==> src/hdl/pbd_pkg.sv <==
`timescale 1ns / 1ps
`default_nettype none
// Shared types and constants for the PackBits monochrome bitmap decoder.
// No dependencies; imported by every module of the block.
package pbd_pkg;

   // Row limit applied to the height register
   localparam logic [12:0] MAX_ROWS = 13'd4096;
   // Longest run a single packet can announce
   localparam int unsigned MAX_RUN = 129;

   // Configuration register indexes
   localparam logic [1:0] CSR_COMPRESSED_MODE = 2'd0;
   localparam logic [1:0] CSR_WIDTH_PIXELS    = 2'd1;
   localparam logic [1:0] CSR_HEIGHT_ROWS     = 2'd2;

   // One decoded word travelling from the front end to the back end
   typedef struct packed {
      logic [7:0]  pixel_byte;
      logic [7:0]  repeat_count;
      logic [11:0] row_number;
      logic        row_end;
   } pbd_word_type;

   // Queue status seen by the front end and the back end
   typedef struct packed {
      logic full;
      logic empty;
   } pbd_queue_status_type;

endpackage
`default_nettype wire

==> src/hdl/pbd_front.sv <==
`timescale 1ns / 1ps
`default_nettype none
// Front end: accepts stream bytes, runs the row/packet phase machine and
// pushes one decoded word per data byte. Depends on pbd_pkg.
module pbd_front
   import pbd_pkg::*;
(
   input  wire logic         clock,
   input  wire logic         reset,
   input  wire logic         req_valid,
   output logic              req_ready,
   input  wire logic [7:0]   req_data_byte,
   input  wire logic         csr_write,
   input  wire logic [1:0]   csr_index,
   input  wire logic [12:0]  csr_wdata,
   output logic              restart,
   input  wire pbd_queue_status_type q_status,
   output logic              push_valid,
   output pbd_word_type      push_word
);

   localparam logic [1:0] PH_ROWLEN  = 2'd0;
   localparam logic [1:0] PH_HEADER  = 2'd1;
   localparam logic [1:0] PH_LITERAL = 2'd2;
   localparam logic [1:0] PH_RUNVAL  = 2'd3;

   logic        compressed_mode_ff;
   logic [12:0] width_pixels_ff;
   logic [12:0] height_rows_ff;

   logic [1:0]  phase_ff, phase_in;
   logic [7:0]  row_length_ff, row_length_in;
   logic [15:0] row_consumed_ff, row_consumed_in;
   logic [7:0]  literal_left_ff, literal_left_in;
   logic [7:0]  run_length_ff, run_length_in;
   logic [12:0] current_row_ff, current_row_in;

   logic        accept;
   logic        active;
   logic [12:0] row_limit;
   logic [13:0] width_round;
   logic [10:0] stride;
   logic [15:0] consumed_inc;
   logic [7:0]  literal_dec;
   logic [8:0]  run_calc;
   logic        word_end;

   assign restart   = csr_write && (csr_index == CSR_COMPRESSED_MODE
                                    || csr_index == CSR_WIDTH_PIXELS
                                    || csr_index == CSR_HEIGHT_ROWS);
   assign req_ready = !q_status.full;
   assign accept    = req_valid && req_ready;

   assign row_limit    = (height_rows_ff > MAX_ROWS) ? MAX_ROWS : height_rows_ff;
   assign active       = current_row_ff < row_limit;
   assign width_round  = {1'b0, width_pixels_ff} + 14'd15;
   assign stride       = {width_round[13:4], 1'b0};
   assign consumed_inc = row_consumed_ff + 16'd1;
   assign literal_dec  = literal_left_ff - 8'd1;
   assign run_calc     = 9'd257 - {1'b0, req_data_byte};

   always_comb begin
      phase_in        = phase_ff;
      row_length_in   = row_length_ff;
      row_consumed_in = row_consumed_ff;
      literal_left_in = literal_left_ff;
      run_length_in   = run_length_ff;
      current_row_in  = current_row_ff;
      push_valid      = 1'b0;
      word_end        = 1'b0;
      push_word.pixel_byte   = req_data_byte;
      push_word.repeat_count = 8'd1;
      push_word.row_number   = current_row_ff[11:0];
      if (accept && active) begin
         if (!compressed_mode_ff) begin
            if (stride != 11'd0) begin
               push_valid = 1'b1;
               word_end   = consumed_inc >= {5'd0, stride};
               if (word_end) begin
                  row_consumed_in = 16'd0;
                  current_row_in  = current_row_ff + 13'd1;
                  phase_in        = PH_ROWLEN;
               end else begin
                  row_consumed_in = consumed_inc;
               end
            end
         end else begin
            unique case (phase_ff)
               PH_ROWLEN: begin
                  row_length_in   = req_data_byte;
                  row_consumed_in = 16'd0;
                  if (req_data_byte == 8'd0) begin
                     current_row_in = current_row_ff + 13'd1;
                  end else begin
                     phase_in = PH_HEADER;
                  end
               end
               PH_HEADER: begin
                  row_consumed_in = consumed_inc;
                  if (!req_data_byte[7]) begin
                     literal_left_in = req_data_byte + 8'd1;
                     phase_in        = PH_LITERAL;
                  end else begin
                     run_length_in = run_calc[7:0];
                     phase_in      = PH_RUNVAL;
                  end
               end
               PH_LITERAL: begin
                  row_consumed_in = consumed_inc;
                  literal_left_in = literal_dec;
                  push_valid      = 1'b1;
                  word_end        = (literal_dec == 8'd0)
                                    && (consumed_inc >= {8'd0, row_length_ff});
                  if (literal_dec == 8'd0) begin
                     if (word_end) begin
                        current_row_in = current_row_ff + 13'd1;
                        phase_in       = PH_ROWLEN;
                     end else begin
                        phase_in = PH_HEADER;
                     end
                  end
               end
               PH_RUNVAL: begin
                  row_consumed_in        = consumed_inc;
                  push_valid             = 1'b1;
                  push_word.repeat_count = run_length_ff;
                  word_end               = consumed_inc >= {8'd0, row_length_ff};
                  if (word_end) begin
                     current_row_in = current_row_ff + 13'd1;
                     phase_in       = PH_ROWLEN;
                  end else begin
                     phase_in = PH_HEADER;
                  end
               end
               default: begin
                  phase_in = PH_ROWLEN;
               end
            endcase
         end
      end
      push_word.row_end = word_end;
   end

   // Configuration registers: take the listed reset values
   always_ff @(posedge clock) begin
      if (reset) begin
         compressed_mode_ff <= 1'b1;
         width_pixels_ff    <= 13'd1;
         height_rows_ff     <= 13'd1;
      end else if (csr_write) begin
         if (csr_index == CSR_COMPRESSED_MODE) begin
            compressed_mode_ff <= csr_wdata[0];
         end
         if (csr_index == CSR_WIDTH_PIXELS) begin
            width_pixels_ff <= csr_wdata;
         end
         if (csr_index == CSR_HEIGHT_ROWS) begin
            height_rows_ff <= csr_wdata;
         end
      end
   end

   // Decode state: restart on reset or on any valid register write
   always_ff @(posedge clock) begin
      if (reset || restart) begin
         phase_ff        <= PH_ROWLEN;
         row_length_ff   <= 8'd0;
         row_consumed_ff <= 16'd0;
         literal_left_ff <= 8'd0;
         run_length_ff   <= 8'd0;
         current_row_ff  <= 13'd0;
      end else begin
         phase_ff        <= phase_in;
         row_length_ff   <= row_length_in;
         row_consumed_ff <= row_consumed_in;
         literal_left_ff <= literal_left_in;
         run_length_ff   <= run_length_in;
         current_row_ff  <= current_row_in;
      end
   end

   // The row counter never runs past the row limit
   assert property (@(posedge clock) disable iff (reset)
      current_row_ff <= row_limit)
      else $error("row counter beyond row limit");

   // A word that closes a row steps the row counter
   assert property (@(posedge clock) disable iff (reset || restart)
      (push_valid && push_word.row_end) |=> current_row_ff == $past(current_row_ff) + 13'd1)
      else $error("row end without row advance");

endmodule
`default_nettype wire

==> src/hdl/pbd_queue.sv <==
`timescale 1ns / 1ps
`default_nettype none
// Two-entry word queue between the front end and the back end.
// Depends on pbd_pkg for the word type.
module pbd_queue
   import pbd_pkg::*;
(
   input  wire logic          clock,
   input  wire logic          reset,
   input  wire logic          push_valid,
   input  wire pbd_word_type  push_word,
   input  wire logic          pop,
   output pbd_word_type       pop_word,
   output pbd_queue_status_type status
);

   pbd_word_type entry_ff [2];
   logic         wr_ptr_ff;
   logic         rd_ptr_ff;
   logic [1:0]   count_ff;
   logic         do_push;
   logic         do_pop;

   assign status.full  = count_ff == 2'd2;
   assign status.empty = count_ff == 2'd0;
   assign do_push      = push_valid && !status.full;
   assign do_pop       = pop && !status.empty;
   assign pop_word     = entry_ff[rd_ptr_ff];

   always_ff @(posedge clock) begin
      if (do_push) begin
         entry_ff[wr_ptr_ff] <= push_word;
      end
   end

   always_ff @(posedge clock) begin
      if (reset) begin
         wr_ptr_ff <= 1'b0;
         rd_ptr_ff <= 1'b0;
         count_ff  <= 2'd0;
      end else begin
         if (do_push) begin
            wr_ptr_ff <= !wr_ptr_ff;
         end
         if (do_pop) begin
            rd_ptr_ff <= !rd_ptr_ff;
         end
         count_ff <= count_ff + {1'b0, do_push} - {1'b0, do_pop};
      end
   end

   // Occupancy stays within the two entries
   assert property (@(posedge clock) disable iff (reset)
      count_ff <= 2'd2)
      else $error("queue occupancy overflow");

   // No push is ever offered while the queue is full
   assert property (@(posedge clock) disable iff (reset)
      !(push_valid && status.full))
      else $error("push into full queue");

endmodule
`default_nettype wire

==> src/hdl/pbd_back.sv <==
`timescale 1ns / 1ps
`default_nettype none
// Back end: pops words, tracks the byte position within the row and holds
// the result register. Depends on pbd_pkg.
module pbd_back
   import pbd_pkg::*;
(
   input  wire logic          clock,
   input  wire logic          reset,
   input  wire logic          restart,
   input  wire pbd_queue_status_type q_status,
   input  wire pbd_word_type  pop_word,
   output logic               pop,
   output logic               rsp_valid,
   input  wire logic          rsp_ready,
   output logic [7:0]         rsp_pixel_byte,
   output logic [7:0]         rsp_repeat_count,
   output logic [11:0]        rsp_row_number,
   output logic [15:0]        rsp_byte_position,
   output logic               rsp_row_end
);

   logic         rsp_valid_ff;
   pbd_word_type rsp_word_ff;
   logic [15:0]  rsp_pos_ff;
   logic [15:0]  pos_ff, pos_in;
   logic [16:0]  pos_sum;

   assign pop     = !q_status.empty && (!rsp_valid_ff || rsp_ready);
   assign pos_sum = {1'b0, pos_ff} + {9'd0, pop_word.repeat_count};

   always_comb begin
      pos_in = pos_ff;
      if (pop) begin
         if (pop_word.row_end) begin
            pos_in = 16'd0;
         end else if (pos_sum[16]) begin
            pos_in = 16'hFFFF;
         end else begin
            pos_in = pos_sum[15:0];
         end
      end
   end

   always_ff @(posedge clock) begin
      if (reset) begin
         rsp_valid_ff <= 1'b0;
      end else if (pop) begin
         rsp_valid_ff <= 1'b1;
      end else if (rsp_ready) begin
         rsp_valid_ff <= 1'b0;
      end
   end

   always_ff @(posedge clock) begin
      if (reset || restart) begin
         pos_ff <= 16'd0;
      end else begin
         pos_ff <= pos_in;
      end
   end

   always_ff @(posedge clock) begin
      if (pop) begin
         rsp_word_ff <= pop_word;
         rsp_pos_ff  <= pos_ff;
      end
   end

   assign rsp_valid         = rsp_valid_ff;
   assign rsp_pixel_byte    = rsp_word_ff.pixel_byte;
   assign rsp_repeat_count  = rsp_word_ff.repeat_count;
   assign rsp_row_number    = rsp_word_ff.row_number;
   assign rsp_byte_position = rsp_pos_ff;
   assign rsp_row_end       = rsp_word_ff.row_end;

   // Loading a row-closing word returns the position to zero
   assert property (@(posedge clock) disable iff (reset || restart)
      (pop && pop_word.row_end) |=> pos_ff == 16'd0)
      else $error("position not cleared at row end");

   // Never pop an empty queue
   assert property (@(posedge clock) disable iff (reset)
      !(pop && q_status.empty))
      else $error("pop from empty queue");

endmodule
`default_nettype wire

==> src/hdl/packbits_mono_bitmap_decoder.sv <==
`timescale 1ns / 1ps
`default_nettype none
// Top level of the PackBits monochrome bitmap decoder.
// Instantiates pbd_front, pbd_queue and pbd_back; depends on pbd_pkg.
//
// Takes one stream byte per cycle on the req_ channel and returns decoded
// words on the rsp_ channel: pixel byte, repeat count, row number, byte
// position within the row (saturating) and a row-end flag. In compressed
// mode each row opens with a byte count followed by PackBits packets; the
// count byte and packet headers give no word, each literal byte gives a
// word with repeat 1 and each run gives one word with repeat 2 to 129. In
// raw mode every byte is a word, rows padded to 16-bit boundaries. Bytes
// beyond the last row are consumed and dropped. Throughput is one byte per
// cycle while req_ready is high: the front end's phase machine pushes each
// data byte's word in the cycle it takes the byte, and a two-entry word
// queue plus the result register let the front keep accepting while a
// result waits downstream. A data byte's word passes through the queue and
// then the result register on its way to rsp_. req_ready falls only when
// the queue holds two words, i.e. after the result side has stalled.
// Write the csr_ registers only while the block is idle: any write to a
// valid index restarts decoding at row zero, awaiting a row count.
module packbits_mono_bitmap_decoder
   import pbd_pkg::*;
(
   input  wire logic        clock,
   input  wire logic        reset,
   // Input stream
   input  wire logic        req_valid,
   output logic             req_ready,
   input  wire logic [7:0]  req_data_byte,
   // Decoded words
   output logic             rsp_valid,
   input  wire logic        rsp_ready,
   output logic [7:0]       rsp_pixel_byte,
   output logic [7:0]       rsp_repeat_count,
   output logic [11:0]      rsp_row_number,
   output logic [15:0]      rsp_byte_position,
   output logic             rsp_row_end,
   // Configuration writes
   input  wire logic        csr_write,
   input  wire logic [1:0]  csr_index,
   input  wire logic [12:0] csr_wdata
);

   pbd_queue_status_type q_status;
   pbd_word_type         push_word;
   pbd_word_type         pop_word;
   logic                 push_valid;
   logic                 pop;
   logic                 restart;

   // Classify bytes and build words
   pbd_front u_front (
      .clock         (clock),
      .reset         (reset),
      .req_valid     (req_valid),
      .req_ready     (req_ready),
      .req_data_byte (req_data_byte),
      .csr_write     (csr_write),
      .csr_index     (csr_index),
      .csr_wdata     (csr_wdata),
      .restart       (restart),
      .q_status      (q_status),
      .push_valid    (push_valid),
      .push_word     (push_word)
   );

   // Hold words between the two halves
   pbd_queue u_queue (
      .clock      (clock),
      .reset      (reset),
      .push_valid (push_valid),
      .push_word  (push_word),
      .pop        (pop),
      .pop_word   (pop_word),
      .status     (q_status)
   );

   // Track position and drive the result register
   pbd_back u_back (
      .clock             (clock),
      .reset             (reset),
      .restart           (restart),
      .q_status          (q_status),
      .pop_word          (pop_word),
      .pop               (pop),
      .rsp_valid         (rsp_valid),
      .rsp_ready         (rsp_ready),
      .rsp_pixel_byte    (rsp_pixel_byte),
      .rsp_repeat_count  (rsp_repeat_count),
      .rsp_row_number    (rsp_row_number),
      .rsp_byte_position (rsp_byte_position),
      .rsp_row_end       (rsp_row_end)
   );

endmodule
`default_nettype wire

==> config.mk <==
export PLATFORM = sky130hd
export DESIGN_NAME = packbits_mono_bitmap_decoder
export DESIGN_NICKNAME = d
export VERILOG_FILES = /design/src/hdl/pbd_pkg.sv /design/src/hdl/pbd_front.sv /design/src/hdl/pbd_queue.sv /design/src/hdl/pbd_back.sv /design/src/hdl/packbits_mono_bitmap_decoder.sv
export SDC_FILE = /design/constraint.sdc
export NUM_CORES = 1
export LEC_CHECK = 0
export BUFFER_PORTS_ARGS = -buffer_cell sky130_fd_sc_hd__buf_4
export CAP_MARGIN = 20
export CELL_PAD_IN_SITES_DETAIL_PLACEMENT = 0
export CELL_PAD_IN_SITES_GLOBAL_PLACEMENT = 1
export CORE_AREA = 5 5 182 114
export CTS_BUF_LIST = sky130_fd_sc_hd__clkbuf_8
export CTS_CLUSTER_DIAMETER = 120
export DETAILED_ROUTE_END_ITERATION = 12
export DIE_AREA = 0 0 187 119
export PLACE_DENSITY = 0.89
export SLEW_MARGIN = 20
export SYNTH_ARGS = -nofsm -noshare
export SYNTH_HDL_FRONTEND = slang
export SYNTH_SLANG_ARGS = --single-unit
export TNS_END_PERCENT = 30
==> constraint.sdc <==
create_clock -name clock -period 17.9 [get_ports clock]
set_input_delay 5.37 -clock clock [delete_from_list [all_inputs] [get_ports clock]]
set_output_delay 5.37 -clock clock [all_outputs]
set_load 0.02 [all_outputs]
## Word level (Yosys, flattened, before mapping)

Memories as Yosys holds them, arrays and structs flattened. A register that Yosys moved wholly into a read port is not among the register bits.
Cells that the tools add are included.

- Equality and inequality tests: 13
- Muxes and demuxes: 43
- $lt $le $gt $ge: 4
- Add/sub/neg operators: 9
- Reduce and logical (&&, ||, !) cells: 37

Operators with widths:

| kind | count |
|---|---|
| $mux 13 | 8 |
| $mux 16 | 5 |
| $pmux 13 s3 | 1 |
| $mux 8 | 4 |
| $pmux 16 s2 | 1 |
| $add 16x8->17 | 1 |
| $add 16x1->16 const B | 1 |
| $ge 16x11->1 | 1 |
| $ge 16x8->1 | 1 |
| $logic_not 8->1 | 2 |
| $mux 1 | 16 |
| $pmux 8 s2 | 1 |
| $ne 3x3->1 const B | 5 |
| $add 13x4->14 const B | 1 |
| $add 13x1->13 const B | 1 |
| $gt 13x13->1 const B | 1 |
| $lt 13x13->1 | 1 |
| $reduce_bool 11->1 | 1 |
| $mux 2 | 5 |
| $add 8x1->8 const B | 1 |
| $eq 2x2->1 const B | 4 |
| $pmux 2 s4 | 1 |
| $reduce_and 2->1 | 4 |
| $reduce_and 4->1 | 2 |
| other kinds (18) | 37 |

- Input bits: 28
- Memories kept: 1
- Output and inout bits: 47
- Memory bits (writable): 58
- Register bits: 148

Memory list:

| name | words | bits a word | read ports | clocked after memory_dff | wr ports | RTL line | RTL |
|---|---|---|---|---|---|---|---|
| u_queue.entry_ff | 2 | 29 | 1 | 1 | 1 | pbd_queue.sv:17 | `pbd_word_type entry_ff [2];` |

## Depth between registers and ports, before layout

Gate-level depths: netlist of run 1.

- Word-level depth: 8
- Mapped depth: 17
- Gate-level depth less buffers: 15

## Modules after synthesis

From an unflattened synthesis of run 1, not the netlist that was laid out.

- Cells, all modules: 984
- Area total of the unflattened synthesis: 10098.4 µm²

Modules (own cells, without submodules):

| module | area an instance (µm²) | times used | cells an instance |
|---|---|---|---|
| pbd_front | 5296.3 | 1 | 688 |
| pbd_back | 2479.9 | 1 | 179 |
| pbd_queue | 2322.2 | 1 | 117 |

## Least setup slack after synthesis of run 1

No wires, ideal clock.

- Path type: input to register
- From: in req_valid
- To: mem u_queue.entry_ff[0][0] (netlist bit) (enable)
- Data arrival time: 9315 ps
- Buffers on the path: 2
- Stages on the path: 7
- Path slack: 8097 ps
- Cells stage by stage: nor3b_1 -> nand4_1 -> o21ai_1 -> nand2_1 -> clkbuf_1 -> clkbuf_1 -> nor4_1

- Longest elaborated chain between the ends: 6

RTL lines:

| element | RTL line | RTL |
|---|---|---|
| start: declaration | packbits_mono_bitmap_decoder.sv:28 | `input wire logic req_valid,` |
| $logic_and 1x1->1 | pbd_front.sv:52 | `assign accept = req_valid && req_ready;` |
| $logic_and 1x1->1 | pbd_front.sv:74 | `if (accept && active) begin` |
| $mux 1 | pbd_front.sv:74 |  |
| $logic_and 1x1->1 | pbd_queue.sv:26 | `assign do_push = push_valid && !status.full;` |
| $mux 1 | pbd_queue.sv:31 | `if (do_push) begin` |
| $mux 1 (implied by the code) | pbd_queue.sv:32 | `entry_ff[wr_ptr_ff] <= push_word;` |
| end: declaration | pbd_queue.sv:17 |  |

Every way passes these cells.

## Worst setup path after layout of run 1

- From: in req_valid
- To: mem u_queue.entry_ff[1][27] (netlist bit) (enable)

The elaborated chain is that of the path after synthesis.

==> out/results.txt, run 1 <==
After layout, the worst path uses 43.1% of the clock period. Summed over all failing endpoints, the final setup total negative slack is 0 ps. The via count of the first global-routing pass was 6785; the gate count after technology mapping was 953. The signal on the critical path passes through buf_4, nor3b_1, nand4_1, o21ai_1, nand2_1, buf_4, nor3_1, and2_1, buf_4. Of all nets on the critical path, the largest fanout is 29. The tools report the clock network latency to the later pin of the worst-skew pair as 570 ps. The filler cells instantiated in the layout total 1616. The total clock sinks is 207. The multi-input combinational cells in the finished layout cover a total of 0.00435 mm2. For this block, the routed nets add up to 21800 um of wire.

Of the synthesized area, sequential elements account for 52.6%. The initial utilization of the core area, before any placement, comes to 52.5%. For this run, the top clock speed supported by timing is 0.130 GHz.

Counting buffers and inverters, the worst setup path is 9 cells deep. After synthesis, the largest area contributor takes up 31.4% of total cell area. Counting along the longest clock path gives a buffer depth of 3. Of all flip-flops after synthesis, the portion carrying an async set or reset was 0%. The endpoint identified for the worst register-to-register timing path is u_front.row_consumed_ff[8]. The slack of the worst reg-to-reg path came out at 13280 ps. Entering global routing, the biggest net connects 56 pins. Overall fraction of global-route tracks in use: 19.0%.

Length of the first detailed-routing pass in iterations: 5. Across the VDD grid, the largest voltage drop is 0.0691 mV. The number of warnings issued by yosys came out at 0. Routability-driven placement finished with a final weighted congestion of 0.846. Dividing the detail-routed wire length by the instance count gives 16.8 um. The post-route netlist has 16.7% of its cells at a drive strength greater than 1.

Power per cell area: 114 mW/mm2. Summed over all nets, the half-perimeter wirelength after detailed placement is 15300 um. For this design, the CTS-stage hold fixing added 0 buffers. The number of H-tree branching levels is 1.

The cell type group with the largest total delay on the critical path is simple AND/OR/NAND/NOR gates. The synthesized netlist contains 69 unique library cells. STA puts the critical path data arrival time at 7920 ps. The number of nets in the synthesized netlist is 1030. The layout-stage area growth over the synthesis result works out to 13.6%. Of all cell types, the one taking the most synthesized area is edfxtp_1. Using the TritonRoute via totals, the vias-per-cell ratio works out to 5.58. Setup repair after global routing left no endpoint under its margin. Ranked by instance count, the synthesized netlist is headed by 126 x nand2_1, 104 x dfxtp_1, 103 x edfxtp_1. Final hold analysis gives a worst-case slack of 456 ps. Clock-pin slew was measured on the worst setup and hold paths at 60 ps.

The tightest min-delay check is of the reg -> reg type. The initial antenna violation count is 0, and the final instance area is 0.0112 mm2. STA classifies the critical path startpoint as an input port.

The smallest clock period supported by the final layout is computed as 7710 ps. Most frequent cell after synthesis: nand2_1. The run gives 0 as the overall overflow remaining after global route. The cell at the slowest stage of the critical path is o21ai_1.

During placement, the flow inserted port buffers numbering 74. TritonCTS built the clock tree. For this run, the post-layout net count is 1104. Yosys mapped a number of flops with a built-in enable equal to 103. Power comes to 1.27 mW.

Summing all placed instances gives a cell area of 0.0106 mm2. Once layout is complete, the utilization of the core stands at 59.7%. The kind of critical path is in -> reg. The top-level port count was 75; the total vias in the final route was 7239.

The area used by sequential logic in the layout came out at 0.00517 mm2. The capturing element type of the critical path was a register. Counting cells, the worst reg-to-reg path comes to 14. The run gives 0.0187 mm2 as the core area. The floorplan step defined a die boundary enclosing 0.0223 mm2. The first routing iteration left 565 violations. The first global-routing pass estimated 35500 um of wire. Summed over all cells, the static leakage comes to 4.21 nW. Mean instance size in the synthesized netlist: 10.3 um2.

The end of the critical path was u_queue.entry_ff[1][27]. The final setup violation count is 0. The critical path launch point is req_valid. The cell area that synthesis handed to floorplanning was 0.00984 mm2.

The tools report the number of max-slew violations in the final report as 0. The tools report the final number of hold-violating endpoints as 0. Root buffer cell: clkbuf_8. The clock arrives with 22.1 ps of skew. The post-CTS repair timing setup buffer count is 0, and the die boundary width is 187 um. The number of buffers created by CTS was 30.

For the pin with the worst max-slew slack, the measured transition is 986 ps. Delay of the slowest cell on the worst path: 780 ps. Ranked by total cell area, the synthesized netlist is headed by edfxtp_1 31%, dfxtp_1 21%, ha_1 6.1%, a21oi_1 4.9%, nand2_1 4.8%. The flow ran to the end, and the final reports show no timing, DRC or antenna violations. In this run the critical register-to-register path is launched from u_front.width_pixels_ff[0].

The critical path buffer and inverter count was 3. The repair_antennas step left the layout with diodes totalling 0. Flop and latch count out of synthesis: 207.

The remaining design rule violation count was 0. The most used flip-flop cell after synthesis is dfxtp_1. Worst slew slack as a fraction of its limit: 33.8%.

For the number of antenna-violating nets in the routed design, the log shows 0. The cell repeated most along the worst path was buf_4. The floorplan has 39 rows. The die is 119 um tall. For the worst path required time, the log shows 18110 ps. The count of instances resized after the clock tree is built was 0. Max-cap violations in this run came to 0.
[cell families (layout without fill, tap and decap cells)]
logic type / Yosys count / in the layout / synth area share, %
flip-flops: 207 / 207 / 52.6
buffers and inverters: 82 / 180 / 3.32
AND/OR/NAND/NOR: 335 / 335 / 16.6
multiplexers: 34 / 34 / 3.82
XOR/XNOR: 45 / 45 / 4.01
adder cells (fa/ha/maj): 49 / 49 / 6.31
AO/OA/AOI/OAI: 201 / 201 / 13.4
[how the worst min path moves through the flow]
| stage | from | end | slack, ps | cells past startpoint |
|---|---|---|---|---|
| 2_1_floorplan | u_back.pos_ff[12] | u_back.rsp_byte_position[12] | 420 | 0 |
| 4_1_cts | u_back.pos_ff[12] | u_back.rsp_byte_position[12] | 450 | 0 |
| 6_report | u_front.width_pixels_ff[3] | u_front.width_pixels_ff[3] | 460 | 2 |
| 5_1_grt | u_front.width_pixels_ff[2] | u_front.width_pixels_ff[2] | 470 | 2 |
| 3_5_place_dp | u_back.pos_ff[12] | u_back.rsp_byte_position[12] | 440 | 0 |
| 3_3_place_gp | u_front.row_length_ff[1] | u_front.row_length_ff[1] | 440 | 2 |
[state kept, by name, indices dropped and copies added, names as in the netlist, 12 cells and up, named ones only]
signal	cells
u_back.pos_ff	16
u_back.rsp_byte_position	16
u_back.rsp_row_number	12
u_front.current_row_ff	13
u_front.height_rows_ff	13
u_front.row_consumed_ff	16
u_front.width_pixels_ff	13
u_queue.entry_ff	58
[power breakdown]
group / total, mW / switching [mW] / leakage [nW] / internal [mW]
combinational: 0.326 / 0.205 / 2.06 / 0.121
sequential: 0.589 / 0.0197 / 1.82 / 0.569
clock: 0.358 / 0.178 / 0.335 / 0.180
total: 1.27 / 0.403 / 4.21 / 0.870
[tightest hold or removal path: cells and delay by family (launching register included)]
family	cells	cell delay, ps
flip-flops	1	310
AND/OR/NAND/NOR	1	50
AO/OA/AOI/OAI	1	50
[cell usage in the layout, fill, tap and decap left out, types with 32 or more instances in the layout]
| cell type | netlist | routed |
|---|---|---|
| nand3_1 | 32 | 32 |
| nor2_1 | 61 | 61 |
| inv_1 | 39 | 51 |
| ha_1 | 48 | 48 |
| clkbuf_8 | 0 | 32 |
| nand2_1 | 126 | 126 |
| dfxtp_1 | 104 | 104 |
| buf_4 | 0 | 83 |
| edfxtp_1 | 103 | 103 |
| a21oi_1 | 97 | 97 |
[per-layer routing]
metal | GRT usage, % | up-vias | part of all wire, %
met1 | 30.0 | 3405 | 52
li1 | - | 3596 | -
met4 | 3.46 | 0 | 1.5
met2 | 27.1 | 209 | 40
met5 | 0 | - | 0
met3 | 3.98 | 29 | 6.3
[cell type report]
class / count / share of cell area [%]
clock inverter: 24 / 1.18
inverter: 41 / 1.38
timing repair buffer: 83 / 5.57
multi-input combinational: 664 / 38.9
tap: 246 / 2.75
clock buffer: 32 / 3.94
sequential: 207 / 46.3
[metrics by stage]
| step | worst slack [ps] | std cells |
|---|---|---|
| 2_1_floorplan | 8100 | 953 |
| 3_3_place_gp | 9730 | 1241 |
| 3_5_place_dp | 9570 | 1241 |
| 4_1_cts | 10170 | 1297 |
| 5_1_grt | 9900 | 1297 |
| 6_report | 10190 | 1297 |
Power figures use the tool's default switching activity.
==> run 2: changes to the inputs <==
- CORE_AREA: 5 5 182 114 -> 5 5 197 123
- DIE_AREA: 0 0 187 119 -> 0 0 202 128
- PLACE_DENSITY: 0.89 -> 0.8
- clock period: 17.9 -> 7 ns (I/O delays scaled with it)
==> out/results.txt, run 2 (synthesized netlist as in run 1, its figures left out) <==
The slack of the worst reg-to-reg path was 2580 ps (-10700 ps); the number of nets in the layout was 1107 (+0.27%). Among cell families on the critical path, the largest total delay comes from simple AND/OR/NAND/NOR gates. The worst slew slack as a fraction of its limit is 31.0% (-2.8 points).

The worst setup path is launched from an input port. The worst path in the final design needs a cycle of 4420 ps, including I/O delays and setup. The total vias in the final route is 7210 (-0.40%), and the via-per-instance ratio is 5.35 (-4.1%).

The total clock sinks is 207 (unchanged), and the clock edge transition at the registers on the reported setup and hold paths is 60 ps (about the same). The number of buffers inserted by hold repair at cts is 0 (unchanged). The tools report the beginning of the worst register-to-register path as u_front.width_pixels_ff[2]. The tools report the count of standard-cell rows as 43 (+10%).

The tree is rooted in a clkbuf_8. The number of H-tree branching levels is 1 (unchanged), and the length of the first detailed-routing pass in iterations is 4 (-1). The area of the die came out at 0.0259 mm2 (+16%). The maximum fanout along the worst path works out to 29 (unchanged). For this design, the slowest cell found on the critical path is o21ai_1.

The power per cell area came out at 290 mW/mm2 (+150%). The top-level port count is 75 (unchanged), and the y dimension of the die is 128 um (+7.6%). The number of fill cells in the layout came out at 2030 (+26%). The count of input and output buffers works out to 74 (unchanged).

The run gives 55 (-1.8%) as the largest net degree at the start of global routing. In the layout the commonest cells are 126 x nand2_1, 104 x dfxtp_1, 103 x edfxtp_1. The final number of hold-violating endpoints was 0 (unchanged). TritonCTS built the clock tree. The worst slack at placement came out at 2010 ps (-7570 ps). Static timing analysis puts the maximum clock frequency at 0.226 GHz. Kind of critical path: in -> reg.

Setup repair after global routing left no endpoint under its margin. The worst-case reg-to-reg path depth was 15 (+1); the clock network latency to the later pin of the worst-skew pair was 580 ps (about the same). The run gives 0.0224 mm2 (+20%) as the core area. The path class of the tightest hold or removal check is reg -> reg. The die boundary width works out to 202 um (+8.0%).

The number of antenna-violating nets in the routed design is 0 (unchanged). The critical path buffer and inverter count works out to 3 (unchanged). The flow ran to the end, and the final reports show no timing, DRC or antenna violations.

The average routed wire per standard cell is 16.7 um (-0.59%), and the area used by multi-input combinational logic is 0.00434 mm2 (-0.14%). STA classifies the critical path endpoint as a register. The run gives 0 (unchanged) as the antenna diode count.

The register bank with the most flops is u_queue.entry_ff. From synthesis to final layout, the design area changed by 14.4%. Wire length of the first global-routing pass: 36100 um (+1.6%). The flip-flop count of the largest register, all copies and words added came out at 58 (unchanged). The number of buffers created by CTS was 31 (+3.3%); the final worst-path cycle share was 63.2%. The initial core utilization is 43.8% (-8.7 points), and the delay of the slowest cell on the worst path is 810 ps (+30 ps).

The final setup violation count was 0 (unchanged); the routed wire length was 22500 um (+3.2%). The count of instances resized after the clock tree is built was 0 (unchanged); the remaining design rule violation count was 0 (unchanged). The fraction of layout cells with a size suffix above 1 came out at 17.3% (+0.51 points).

The run gives 498 (-12%) as the first-iteration detailed-routing DRC count. The final critical-path setup slack was 2580 ps (-7610 ps); the clock tree buffer depth was 3 (unchanged). Most common cell after layout, fill and taps aside: nand2_1. The worst register-to-register path ends at u_front.row_consumed_ff[8]. The worst endpoint data arrival time is 4640 ps (-3280 ps). The via count of the first global-routing pass is 6782 (-0.044%). The hold path startpoint was u_front.height_rows_ff[3].

The post-route setup TNS is 0 ps (unchanged), and the overall overflow remaining after global route is 0 (unchanged). The tools report the number of max-capacitance violations reported as 0 (unchanged). The setup skew after layout is 33.4 ps (+11.2 ps), and the area used by sequential logic in the layout is 0.00517 mm2 (unchanged). The run gives 0 (unchanged) as the post-CTS repair timing setup buffer count. The cell repeated most along the worst path was buf_4. The count of cells along the worst hold path works out to 2 (unchanged). The number of max-slew violations in the final report came out at 0 (unchanged).

The run gives 4.23 nW (+0.38%) as the static power due to leakage. Walking the worst path, the cells encountered are buf_4, nor3b_1, nand4_1, o21ai_1, nand2_1, buf_4, nor3_1, and2_1, buf_4. The worst hold path terminates at u_front.height_rows_ff[3]. The worst path required time was 7210 ps (-10900 ps); the worst-margin pin slew was 1030 ps (+41.3 ps). The logs give 0 (unchanged) for the initial antenna violation count and 458 ps (+1.64 ps) for the worst slack on hold paths.

Detailed placement HPWL: 15900 um (+4.0%). For the worst-case vdd ir drop, the log shows 0.167 mV (+140%). The weighted congestion at the end of routability-driven global placement is 0.837 (-1.2%). The tools report the overall fraction of global-route tracks in use as 16.9% (-2.1 points).
## run 2: changes by cell type in the layout (fill, tap and decap cells not counted), moves of 2 or more
cell,delta
buf_4,+2
clkbuf_8,+2
clkinv_1,-5
clkinvlp_4,+3
inv_1,+2
## run 2: worst max path at each step
stage	startpoint	endpoint	slack, ps	cells after the start
after floorplan	req_valid	u_queue.entry_ff[0][0]	470	7
after global placement	req_valid	u_queue.entry_ff[1][7]	2090	9
after detailed placement	req_valid	u_queue.entry_ff[1][8]	2010	9
after CTS	u_front.width_pixels_ff[3]	u_front.row_consumed_ff[8]	2610	15
after global routing	req_valid	u_queue.entry_ff[1][26]	2340	9
final	req_valid	u_queue.entry_ff[1][12]	2580	9
## run 2: worst register-to-register path: cells and delay by family (launching register included)
family,cells,cell delay (ps)
buffers and inverters,1,160
AND/OR/NAND/NOR,7,1780
XOR/XNOR,1,150
adder cells (fa/ha/maj),1,310
flip-flops,1,340
AO/OA/AOI/OAI,5,1580
## run 2: through the flow
stage / util [%] / total power, mW / instance area, um2 / std cells
final: 50.2 / 3.26 / 11300 / 1347
after global routing: 50.2 / 3.42 / 11300 / 1347
after CTS: 50.2 / 3.30 / 11300 / 1347
after detailed placement: 47.6 / 2.37 / 10700 / 1289
after global placement: 47.6 / 2.36 / 10700 / 1289
after floorplan: - / 2.06 / 9840 / 953
## run 2: per-layer routing
metal	wire (um)	share of wire (%)	global-route usage, %
met1	12000	53	26.7
met2	8980	40	23.9
met3	1090	4.8	3.06
met4	436	1.9	3.78
met5	0	0	0
## run 2: final cells by class
| cell class | count | area share [%] |
|---|---|---|
| clock inverters | 24 | 1.00 |
| well taps | 292 | 3.25 |
| clock buffers | 34 | 4.16 |
| multi-input cells | 664 | 38.6 |
| flip-flops and latches | 207 | 46.0 |
| inverters | 41 | 1.37 |
| repair buffers | 85 | 5.67 |
## run 2: report_power, final
part	switching (mW)	total, mW	internal [mW]
Combinational	0.530	0.835	0.305
Clock	0.470	0.920	0.450
Sequential	0.0485	1.50	1.46
==> run 3: changes to the inputs <==
- clock period: 7 -> 3.6 ns (I/O delays scaled with it)
==> out/results.txt, run 3 (synthesized netlist as in run 1, its figures left out) <==
Worst path required time: 4120 ps (-3090 ps). In the layout the commonest cells are 125 x nand2_1, 109 x buf_4, 103 x edfxtp_1. The length of the first detailed-routing pass in iterations came out at 4 (unchanged).

The y dimension of the die was 128 um (unchanged); the sequential share of power was 45.2% (-1.0 points). TritonCTS built the clock tree. The logs give 0 (unchanged) for the number of buffers inserted by hold repair at cts and 454 ps (-3.57 ps) for the worst slack on hold paths. The worst-margin pin slew works out to 947 ps (-80.4 ps). The number of max-slew violations in the final report was 0 (unchanged).

The number of buffers created by CTS was 31 (unchanged). The remaining design rule violation count came out at 0 (unchanged). The worst-case reg-to-reg path depth came out at 15 (unchanged). The initial core utilization came out at 43.8% (unchanged). The kind of critical path is reg -> reg.

The fraction of layout cells with a size suffix above 1 is 20.2% (+3.0 points), and the total vias in the final route is 7341 (+1.8%). Compared with the post-synthesis result, the final layout area differs by 17.7%. The part of the power in combinational logic was 26.6% (+1.0 points); the die boundary width was 202 um (unchanged). The tools report the routed wire length as 23200 um (+2.9%). The endpoint identified for the worst register-to-register timing path is u_front.current_row_ff[12].

Traced cell by cell, the critical path runs through nor4_4, nor2b_1, nand4_1, nor2_2, nand2_1, xor2_1, ha_1, a21o_1, a211o_1, o311a_1, o31a_1, o31ai_4, buf_4, o31a_1, o21a_1. The number of antenna-violating nets in the routed design is 0 (unchanged), and the internal power consumption is 4.41 mW (+100%). The tools report the largest net degree at the start of global routing as 36 (-35%). By instance count, the cell type seen most on the critical path is o31a_1. The largest individual stage delay along the critical path comes from the cell o31a_1. The switching component of the power was 2.06 mW (+97%); the clock edge transition at the registers on the reported setup and hold paths was 60 ps (about the same). The number of H-tree branching levels was 1 (unchanged). The cell type group with the largest total delay on the critical path is compound AO/OA/AOI/OAI gates.

The final critical-path setup slack is 10.5 ps (-2570 ps), and the clock period minus final worst setup slack is 3590 ps. The run gives 36.4% (+5.4 points) as the worst slew slack as a fraction of its limit. The run gives 75 (unchanged) as the top-level port count.

For the clock share of power, the log shows 28.2% (about the same). The non-filler instance count after layout came out at 1376 (+2.2%). The tools report the number of max-capacitance violations reported as 0 (unchanged). The flip-flop count of the largest register, all copies and words added works out to 58 (unchanged). Static timing analysis puts the maximum clock frequency at 0.279 GHz. The delay of the slowest cell on the worst path is 430 ps (-380 ps).

The antenna diode count is 0 (unchanged), and the final setup violation count is 0 (unchanged). Area of the die: 0.0259 mm2 (unchanged). The count of cells along the worst hold path was 2 (unchanged). The tools report the worst-case vdd ir drop as 0.342 mV (+100%).

The worst hold path belongs to the class reg -> reg. The logs give 0 (unchanged) for the initial antenna violation count and -29.7 ps (-2040 ps) for the worst slack at placement. The most common cell after layout, fill and taps aside was nand2_1. For the slack of the worst reg-to-reg path, the log shows 10 ps (-2570 ps). For the overall overflow remaining after global route, the log shows 0 (unchanged).

The hold path startpoint is u_front.row_length_ff[2]. The logs give 3 (unchanged) for the clock tree buffer depth and 0.0224 mm2 (unchanged) for the core area. The tools report the total instance count after detailed placement as 1313 (+1.9%). The wire length of the first global-routing pass was 36900 um (+2.5%); the post-layout utilization of the core was 51.6% (+1.4 points). The detailed placement HPWL was 16700 um (+4.7%).

The worst setup path is captured at a register. More flip-flops sit in one register than any other, and that register is u_queue.entry_ff. The tools report the first-iteration detailed-routing DRC count as 556 (+12%). In this run the clock root is driven by a clkbuf_8.

The logs give 6.47 mW (+99%) for the total power of the final layout and 590 ps (about the same) for the clock network latency to the later pin of the worst-skew pair. The power per cell area was 559 mW/mm2 (+93%). In the finished design, the share of the clock period the worst path needs comes to 99.7%.

The beginning of the worst register-to-register path was u_front.width_pixels_ff[2]. Setup repair after global routing could not meet its margin everywhere. Worst hold path endpoint: u_front.row_length_ff[2].

The number of nets in the layout is 1136 (+2.6%). The via-per-instance ratio works out to 5.34 (-0.33%). For the static power due to leakage, the log shows 4.38 nW (+3.7%). The flow ran to the end, and the final reports show no timing, DRC or antenna violations.

The number of fill cells in the layout was 2039 (+0.44%); the total clock sinks was 207 (unchanged). Fraction of power spent switching nets: 31.9% (-0.33 points). The tools report the worst endpoint data arrival time as 4110 ps (-530 ps). Average routed wire per standard cell: 16.8 um (+0.75%). The maximum fanout along the worst path was 5 (-83%). The tools report the startpoint type of the worst setup path as a register. Count of input and output buffers: 74 (unchanged). The setup skew after layout was 22.4 ps (-11.0 ps); the count of standard-cell rows was 43 (unchanged). The run gives 17.5% (+0.62 points) as the overall fraction of global-route tracks in use. For the weighted congestion at the end of routability-driven global placement, the log shows 0.832 (-0.55%). The final number of hold-violating endpoints was 0 (unchanged); the via count of the first global-routing pass was 6846 (+0.94%). The critical path buffer and inverter count was 1 (-2).
## run 3: worst reg2reg max path: stages (launching register included)
cell,delay [ps]
dfxtp_1,390
nor4_4,70
nor2b_1,180
nand4_1,180
nor2_2,160
nand2_1,90
xor2_1,160
ha_1,300
a21o_1,190
a211o_1,270
o311a_1,390
o31a_1,430
o31ai_4,250
buf_4,190
o31a_1,140
o21a_1,120
## run 3: cell type report
class	instances	area [um2]	share of cell area, %
repair buffers	114	892	7.70
multi-input cells	664	4410	38.0
well taps	292	365	3.16
clock inverters	25	131	1.13
clock buffers	33	454	3.92
inverters	41	154	1.33
flip-flops and latches	207	5180	44.7
## run 3: worst max-delay path by stage
stage                     slack, ps                     endpoint                  startpoint  cells past startpoint
final                            10   u_front.current_row_ff[12]  u_front.width_pixels_ff[2]                     15
after detailed placement        -30   u_front.row_consumed_ff[5]  u_front.width_pixels_ff[0]                     15
after global placement           80    u_front.current_row_ff[5]  u_front.width_pixels_ff[0]                     14
after global routing           -130    u_front.current_row_ff[8]  u_front.width_pixels_ff[1]                     14
after floorplan                  20       u_queue.entry_ff[0][0]                   req_valid                      7
after CTS                        40  u_front.row_consumed_ff[15]  u_front.width_pixels_ff[0]                     16
## run 3: per-stage QoR
step	setup TNS (ps)	instance area, um2
after CTS	0	11500
final	0	11600
after floorplan	0	9870
after global placement	0	10900
after global routing	-1360	11600
after detailed placement	-122	10900
## run 3: per-layer routing
layer	wire length, um	track usage (%)	vias to the layer above
met5	0	0	-
met2	9190	24.3	153
met1	12300	28.2	3485
met3	1240	3.11	34
met4	425	4.02	0
li1	-	-	3669
## run 3: what timing repair did
item,CTS,global route
gates cloned,0,1
pin swaps,1,12
resized for setup,2,15
setup endpoints to repair,15,23
setup buffers,1,3
## run 3: power by group through the flow
stage               clock, mW  sequential (mW)  combinational [mW]
global route             1.99             2.95                1.88
finish                   1.82             2.93                1.72
CTS                      1.88             2.93                1.72
floorplan                   0             3.20               0.829
global placement            0             2.97                1.70
detailed placement          0             2.98                1.72
